`src/hdl/srpm_pkg.sv`:
```
// Package with sizes and shared types of the stereo level meter.
`timescale 1ns / 1ps
`default_nettype none
package srpm_pkg;

    localparam int MAX_FRAMES = 256;
    localparam int FRAME_W    = $clog2(MAX_FRAMES + 1);
    localparam int SUM_W      = 31 + $clog2(MAX_FRAMES);
    localparam int DIV_W      = SUM_W + 2;
    localparam int STEP_W     = $clog2(DIV_W);
    localparam int SAMPLE_W   = 16;
    localparam int SQ_W       = 34;
    localparam int ROOT_W     = 17;
    localparam int REM_W      = ROOT_W + 3;
    localparam int FCNT_W     = 9;
    localparam int IN_W       = 64;
    localparam int OUT_BITS   = 2 * ROOT_W + 2 * SAMPLE_W + FCNT_W;
    localparam int OUT_W      = ((OUT_BITS + 7) / 8) * 8;

    typedef enum logic [1:0] {
        LS_IDLE,
        LS_DIV,
        LS_SQRT,
        LS_DONE
    } t_lane_state;

    typedef struct packed {
        logic take;
        logic close;
        logic ack;
    } t_lane_ctl;

    typedef struct packed {
        logic                done;
        logic [ROOT_W-1:0]   rms;
        logic [SAMPLE_W-1:0] peak;
    } t_lane_res;

endpackage
`default_nettype wire

```
`src/hdl/srpm_lane.sv`:
```
// One channel lane: peak and square-sum accumulation, then divide and square root.
`timescale 1ns / 1ps
`default_nettype none
module srpm_lane
    import srpm_pkg::*;
(
    input  wire logic               i_clk,
    input  wire logic               i_rst_n,
    input  wire t_lane_ctl          i_ctl,
    input  wire logic [31:0]        i_word,
    input  wire logic [FRAME_W-1:0] i_frames,
    output t_lane_res               o_res
);

    t_lane_state         r_state, n_state;
    logic [STEP_W-1:0]   r_step, n_step;
    logic [SUM_W-1:0]    r_sum, n_sum;
    logic [SAMPLE_W-1:0] r_peak, n_peak;
    logic [SAMPLE_W-1:0] r_cpeak, n_cpeak;
    logic [FRAME_W-1:0]  r_div, n_div;
    logic [FRAME_W-1:0]  r_rem, n_rem;
    logic [DIV_W-1:0]    r_dq, n_dq;
    logic [SQ_W-1:0]     r_rad, n_rad;
    logic [REM_W-1:0]    r_srem, n_srem;
    logic [ROOT_W-1:0]   r_root, n_root;

    logic [SAMPLE_W-1:0] sample, mag;
    logic [2*SAMPLE_W-1:0] sq;
    logic [SUM_W-1:0]    sum_acc;
    logic [SAMPLE_W-1:0] peak_acc;
    logic [FRAME_W:0]    dtrial, ddiff;
    logic                dge;
    logic [DIV_W-1:0]    quo;
    logic [REM_W-1:0]    srs, strial;
    logic                sge;

    assign sample   = i_word[31:16];
    // Negating the most negative sample gives 0x8000, which reads as 32768.
    assign mag      = sample[SAMPLE_W-1] ? (~sample + SAMPLE_W'(1)) : sample;
    assign sq       = mag * mag;
    assign sum_acc  = r_sum + SUM_W'(sq);
    assign peak_acc = (mag > r_peak) ? mag : r_peak;

    assign dtrial = {r_rem, r_dq[DIV_W-1]};
    assign dge    = dtrial >= {1'b0, r_div};
    assign ddiff  = dtrial - {1'b0, r_div};
    assign quo    = {r_dq[DIV_W-2:0], dge};

    assign srs    = {r_srem[REM_W-3:0], r_rad[SQ_W-1:SQ_W-2]};
    assign strial = REM_W'({r_root, 2'b01});
    assign sge    = srs >= strial;

    always_ff @(posedge i_clk) begin
        if (!i_rst_n) begin
            r_state <= LS_IDLE;
            r_step  <= '0;
            r_sum   <= '0;
            r_peak  <= '0;
        end else begin
            r_state <= n_state;
            r_step  <= n_step;
            r_sum   <= n_sum;
            r_peak  <= n_peak;
        end
    end

    always_ff @(posedge i_clk) begin
        r_cpeak <= n_cpeak;
        r_div   <= n_div;
        r_rem   <= n_rem;
        r_dq    <= n_dq;
        r_rad   <= n_rad;
        r_srem  <= n_srem;
        r_root  <= n_root;
    end

    always_comb begin
        n_state = r_state;
        n_step  = r_step;
        n_sum   = r_sum;
        n_peak  = r_peak;
        n_cpeak = r_cpeak;
        n_div   = r_div;
        n_rem   = r_rem;
        n_dq    = r_dq;
        n_rad   = r_rad;
        n_srem  = r_srem;
        n_root  = r_root;

        unique case (r_state)
            LS_IDLE: begin
            end
            LS_DIV: begin
                // Restoring division, one quotient bit per cycle.
                n_rem  = dge ? ddiff[FRAME_W-1:0] : dtrial[FRAME_W-1:0];
                n_dq   = quo;
                n_step = r_step + STEP_W'(1);
                if (r_step == STEP_W'(DIV_W - 1)) begin
                    n_rad   = SQ_W'(quo);
                    n_srem  = '0;
                    n_root  = '0;
                    n_step  = '0;
                    n_state = LS_SQRT;
                end
            end
            LS_SQRT: begin
                // Digit-by-digit root, two radicand bits per cycle.
                n_rad  = {r_rad[SQ_W-3:0], 2'b00};
                n_srem = sge ? (srs - strial) : srs;
                n_root = {r_root[ROOT_W-2:0], sge};
                n_step = r_step + STEP_W'(1);
                if (r_step == STEP_W'(ROOT_W - 1)) begin
                    n_state = LS_DONE;
                end
            end
            LS_DONE: begin
                if (i_ctl.ack) begin
                    n_state = LS_IDLE;
                end
            end
            default: begin
                n_state = LS_IDLE;
            end
        endcase

        if (i_ctl.take) begin
            if (i_ctl.close) begin
                n_sum   = '0;
                n_peak  = '0;
                n_cpeak = peak_acc;
                n_dq    = DIV_W'({sum_acc, 2'b00});
                n_rem   = '0;
                n_div   = i_frames;
                n_step  = '0;
                n_state = LS_DIV;
            end else begin
                n_sum  = sum_acc;
                n_peak = peak_acc;
            end
        end
    end

    assign o_res.done = (r_state == LS_DONE);
    assign o_res.rms  = r_root;
    assign o_res.peak = r_cpeak;

endmodule
`default_nettype wire

```
`src/hdl/srpm_merge.sv`:
```
// Merging stage: joins both lane results and the frame count into the output register.
`timescale 1ns / 1ps
`default_nettype none
module srpm_merge
    import srpm_pkg::*;
(
    input  wire logic               i_clk,
    input  wire logic               i_rst_n,
    input  wire t_lane_res          i_left,
    input  wire t_lane_res          i_right,
    input  wire logic [FRAME_W-1:0] i_frames,
    input  wire logic               i_ready,
    output logic                    o_valid,
    output logic [OUT_W-1:0]        o_data,
    output logic                    o_ack
);

    logic             r_valid, n_valid;
    logic [OUT_W-1:0] r_data;
    logic             load;

    assign load = i_left.done && i_right.done && (!r_valid || i_ready);

    always_comb begin
        n_valid = r_valid;
        if (load) begin
            n_valid = 1'b1;
        end else if (i_ready) begin
            n_valid = 1'b0;
        end
    end

    always_ff @(posedge i_clk) begin
        if (!i_rst_n) begin
            r_valid <= 1'b0;
        end else begin
            r_valid <= n_valid;
        end
    end

    always_ff @(posedge i_clk) begin
        if (load) begin
            r_data <= OUT_W'({FCNT_W'(i_frames), i_right.peak, i_left.peak,
                              i_right.rms, i_left.rms});
        end
    end

    assign o_valid = r_valid;
    assign o_data  = r_data;
    assign o_ack   = load;

endmodule
`default_nettype wire

```
`src/hdl/stereo_rms_peak_meter_top.sv`:
```
// A closing word runs the divider steps, then the root steps in each lane, and the result then
// loads into the output register.
// Throughput: one frame word per cycle, but while the lanes are busy a closing word waits
// until the previous result has moved into the output register.
// Reset: synchronous, active low; clears accumulators, frame count and all valid flags.
`timescale 1ns / 1ps
`default_nettype none
module stereo_rms_peak_meter_top
    import srpm_pkg::*;
(
    input  wire logic             i_clk,
    input  wire logic             i_rst_n,
    input  wire logic             i_s_axis_tvalid,
    output logic                  o_s_axis_tready,
    // tdata from bit 0: left_word[31:0], right_word[63:32]
    input  wire logic [IN_W-1:0]  i_s_axis_tdata,
    input  wire logic             i_s_axis_tlast,
    output logic                  o_m_axis_tvalid,
    input  wire logic             i_m_axis_tready,
    // tdata from bit 0: rms_left[16:0], rms_right[33:17], peak_left[49:34],
    // peak_right[65:50], frame_count[74:66], zero fill [79:75]
    output logic [OUT_W-1:0]      o_m_axis_tdata
);

    logic [FRAME_W-1:0] r_frames, n_frames;
    logic [FRAME_W-1:0] r_chunk_n, n_chunk_n;
    logic               r_busy, n_busy;
    logic [FRAME_W-1:0] count_inc;
    logic               ends, take, ack;
    t_lane_ctl          ctl;
    t_lane_res          res_l, res_r;

    assign count_inc = r_frames + FRAME_W'(1);
    assign ends      = i_s_axis_tlast || (count_inc == FRAME_W'(MAX_FRAMES));
    // Mid-chunk words keep flowing while the lanes still work on the previous chunk.
    assign o_s_axis_tready = !r_busy || !ends;
    assign take      = i_s_axis_tvalid && o_s_axis_tready;

    assign ctl.take  = take;
    assign ctl.close = take && ends;
    assign ctl.ack   = ack;

    always_comb begin
        n_frames  = r_frames;
        n_chunk_n = r_chunk_n;
        n_busy    = r_busy;
        if (ack) begin
            n_busy = 1'b0;
        end
        if (take) begin
            n_frames = ends ? '0 : count_inc;
            if (ends) begin
                n_chunk_n = count_inc;
                n_busy    = 1'b1;
            end
        end
    end

    always_ff @(posedge i_clk) begin
        if (!i_rst_n) begin
            r_frames <= '0;
            r_busy   <= 1'b0;
        end else begin
            r_frames <= n_frames;
            r_busy   <= n_busy;
        end
    end

    always_ff @(posedge i_clk) begin
        r_chunk_n <= n_chunk_n;
    end

    srpm_lane u_lane_l (
        .i_clk    (i_clk),
        .i_rst_n  (i_rst_n),
        .i_ctl    (ctl),
        .i_word   (i_s_axis_tdata[31:0]),
        .i_frames (count_inc),
        .o_res    (res_l)
    );

    srpm_lane u_lane_r (
        .i_clk    (i_clk),
        .i_rst_n  (i_rst_n),
        .i_ctl    (ctl),
        .i_word   (i_s_axis_tdata[63:32]),
        .i_frames (count_inc),
        .o_res    (res_r)
    );

    srpm_merge u_merge (
        .i_clk    (i_clk),
        .i_rst_n  (i_rst_n),
        .i_left   (res_l),
        .i_right  (res_r),
        .i_frames (r_chunk_n),
        .i_ready  (i_m_axis_tready),
        .o_valid  (o_m_axis_tvalid),
        .o_data   (o_m_axis_tdata),
        .o_ack    (ack)
    );

endmodule
`default_nettype wire

```
`config.mk`:
```
export PLATFORM = sky130hd
export DESIGN_NAME = stereo_rms_peak_meter_top
export DESIGN_NICKNAME = d
export VERILOG_FILES = /design/src/hdl/srpm_pkg.sv /design/src/hdl/srpm_lane.sv /design/src/hdl/srpm_merge.sv /design/src/hdl/stereo_rms_peak_meter_top.sv
export SDC_FILE = /design/constraint.sdc
export NUM_CORES = 2
export LEC_CHECK = 0
export ABC_AREA = 1
export BUFFER_PORTS_ARGS = -buffer_cell sky130_fd_sc_hd__buf_2
export CAP_MARGIN = 5
export CORE_MARGIN = 5
export CORE_UTILIZATION = 56
export CTS_BUF_LIST = sky130_fd_sc_hd__clkbuf_16
export DETAILED_ROUTE_END_ITERATION = 10
export PLACE_DENSITY = 0.82
export RECOVER_POWER = 25
export SLEW_MARGIN = 20
export SYNTH_ARGS = -nofsm -noshare
export SYNTH_HDL_FRONTEND = slang
export SYNTH_SLANG_ARGS = --single-unit
```
`constraint.sdc`:
```
create_clock -name i_clk -period 12.3 [get_ports i_clk]
set_input_delay 0.615 -clock i_clk [delete_from_list [all_inputs] [get_ports i_clk]]
set_output_delay 0.615 -clock i_clk [all_outputs]
set_load 0.01 [all_outputs]
```
==> qor.yml <==
cp.buffers_inverters: 8
cts_resized: 0
crit_top_cell: "inv_1"
ys_ff_latch: 491
r2r_slack_ns: 6.78
start_util: 0.566
syn-cell-area_um2: 42200
dp_hpwl_um: 74900
yosysTopAreaCell: "fa_1"
gp_congestion: 0.970
ys_warn_count: 0
timing.rr.start: "u_lane_l.r_state[0]$_SDFF_PN0_"
fmax_ghz: 0.122
ys.flop_type: "edfxtp_1"
die_y_um: 285
gr-total-overflow: 0
synth-simple-area-share: 0.196
crit_slowest_cell: "fa_1"
drive_gt1_frac: 0.0332
postRouteAntennaNets: 0
path_clk_slew_ns: 0.07
insertion_delay_ns: 0.64
synth_common_cells: "1376 x nand2_1, 1288 x inv_1, 391 x fa_1, 388 x nor2_1, 312 x ha_1"
cp_top_family: "adder cells"
synth-edff-count: 254
antenna_cells: 0
fin_nets: 6301
rsz0062_at_grt: "false"
synth.area.mux_share: 0
fill_cells: 6459
portBuffers: 113
worstMarginPinSlew_ns: 3.79
cpPeakStageDelay_ns: 0.55
core_area_um2: 74600
postCtsHoldBufs: 0
async_reset_ff_frac: 0
grt_max_degree: 102
num_rows: 100
grt.total_usage: 0.244
postCtsSetupBuffers: 0
synth-compound-area-share: 0.0815
required_ns: 12.84
grt_pass1_vias: 33900
htree_levels: 2
crit_path_end_kind: "flip-flop"
rr_endpoint: "u_lane_l.r_srem[17]$_SDFFCE_PN0P_"
postSynthCellCount: 5467
min_path_cells: 4
cap_violations: 3
hp-class: "input pin to flip-flop"
fin_skew_ns: 0.0290
hold_viol: 0
synth_top_area_share: 0.185
clock-root-buffer: "clkbuf_16"
wire_per_inst_um: 15.2
dieArea_um2: 81000
finalCritPeriodShare: 0.666
num_vias: 34300
slew_headroom: -1.53
grt_pass1_wl_um: 165000
synthTopCellsByArea: "fa_1 19%, edfxtp_1 18%, nand2_1 12%"
ys_seq_area_frac: 0.293
first_iter_violations: 2705
min-delay-start: "i_m_axis_tready"
wirelength_um: 99500
area_growth_pct: 7.46
synth-xor-area-share: 0.0189
status: "finished, violations left"
viasPerCell: 5.24
slew_violations: 239
synth_top_family_by_area: "adder cells"
synth.distinct_cells: 44
setup_viol: 0
yosysMostFrequentCell: "nand2_1"
cts_buffer_depth: 3
cp_max_fo: 17
fin_tns_setup_ns: 0
arrival_ns: 8.73
cts_sinks: 491
die_x_um: 285
violations: "max-capacitance violations, max-slew violations"
holdPathEnd: "u_merge.o_valid$_SDFFE_PN0P_"
ios: 151
synthAdderAreaFrac: 0.278
crit_type: "input pin to flip-flop"
cts_tree: "built"
crit_path_start_kind: "input pin"
antenna_found_initial: 0
drt_pass1_iterations: 6
fin_crit_ns: 8.19
syn_area_per_cell_um2: 7.72
cts-buffers-inserted: 55
drc: 0
reg2regPathDepth: 6
flip-flops by register name, indices dropped and copies added (netlist names), 17 cells and up:
register and cells:
u_lane_l.r_root 17, u_lane_l.r_dq 41, u_lane_l.r_sum 39, u_lane_r.r_srem 18, u_lane_r.r_dq 41, u_lane_r.r_rad 34
u_lane_l.r_srem 18, u_lane_l.r_rad 34, u_merge.o_data 75, u_lane_r.r_sum 39, u_lane_r.r_root 17
metal layers:
layer / routed length, µm / track usage / up-vias / part of all wire
li1: - / - / 16800 / -
met1: 43700 / 0.338 / 16200 / 0.44
met2: 46100 / 0.405 / 1127 / 0.46
met3: 7180 / 0.0329 / 179 / 0.072
met4: 2510 / 0.0673 / 0 / 0.025
met5: 0 / 0 / - / 0
worst max-delay path by stage:
stage / end / from / slack [ns] / depth (start not counted)
2_1_floorplan: u_lane_l.r_sum[20]$_SDFFE_PN0P_ / i_s_axis_tdata[16] / 5.16 / 34
5_1_grt: u_lane_r.r_sum[23]$_SDFFE_PN0P_ / i_s_axis_tdata[48] / 3.69 / 32
3_5_place_dp: u_lane_r.r_sum[22]$_SDFFE_PN0P_ / i_s_axis_tdata[48] / 3.70 / 30
4_1_cts: u_lane_r.r_sum[23]$_SDFFE_PN0P_ / i_s_axis_tdata[48] / 4.29 / 32
3_3_place_gp: u_lane_r.r_sum[22]$_SDFFE_PN0P_ / i_s_axis_tdata[48] / 3.79 / 30
6_report: u_lane_r.r_sum[22]$_SDFFE_PN0P_ / i_s_axis_tdata[48] / 4.11 / 30
layout by cell type (no fill, tap or decap), types with 10 or more instances in the layout:
cell / Yosys / routed
buf_4: 20 / 26
clkinv_2: 0 / 13
nand3_1: 210 / 210
edfxtp_1: 254 / 254
nor3_1: 29 / 29
ha_1: 312 / 312
buf_2: 32 / 37
fa_1: 391 / 391
xor2_1: 52 / 52
o211ai_1: 29 / 29
nand3b_1: 10 / 10
conb_1: 2 / 27
a21oi_1: 260 / 260
nand2_1: 1376 / 1375
dfxtp_1: 237 / 237
inv_1: 1288 / 1292
clkbuf_16: 0 / 57
o21ai_0: 267 / 265
or2_2: 10 / 10
clkbuf_1: 101 / 78
nor2_1: 388 / 388
nand4_1: 24 / 24
xnor2_1: 39 / 39
o21ai_1: 69 / 69
logic make-up after synthesis:
kind of cell,count (synthesis)
compound gates,657
xor+xnor,91
fa+ha+maj,703
buf+inv,1454
flops,491
other cells,2
simple gates,2069
layout make-up:
type,count,area (µm²),share of cell area
clock buffer,57,1430,0.0314
clock inverter,47,440,0.00971
inverter,1293,4860,0.107
multi-input combinational,3547,24400,0.538
sequential,491,12400,0.273
tap,969,1210,0.0267
timing repair buffer,141,673,0.0148
tightest hold or removal path, cell delays in order:
cell and delay (ns):
buf_2 0.08, inv_1 0.03, nand2_1 0.13, a21oi_1 0.09
stage by stage:
stage               setup WS (ns)   util  instance area, µm²  std cells  hold slack [ns]
finish                       4.11  0.608               45400       6545            0.372
floorplan                    5.16      -               42300       5492            0.400
detailed placement           3.70  0.585               43600       6441            0.406
global placement             3.79  0.585               43600       6441            0.404
CTS                          4.29  0.610               45500       6545            0.330
global route                 3.69  0.608               45400       6545            0.394
Power is left out: the tool's default activity adds up to more than one toggle a clock period on the data nets, which glitch-free logic cannot reach.
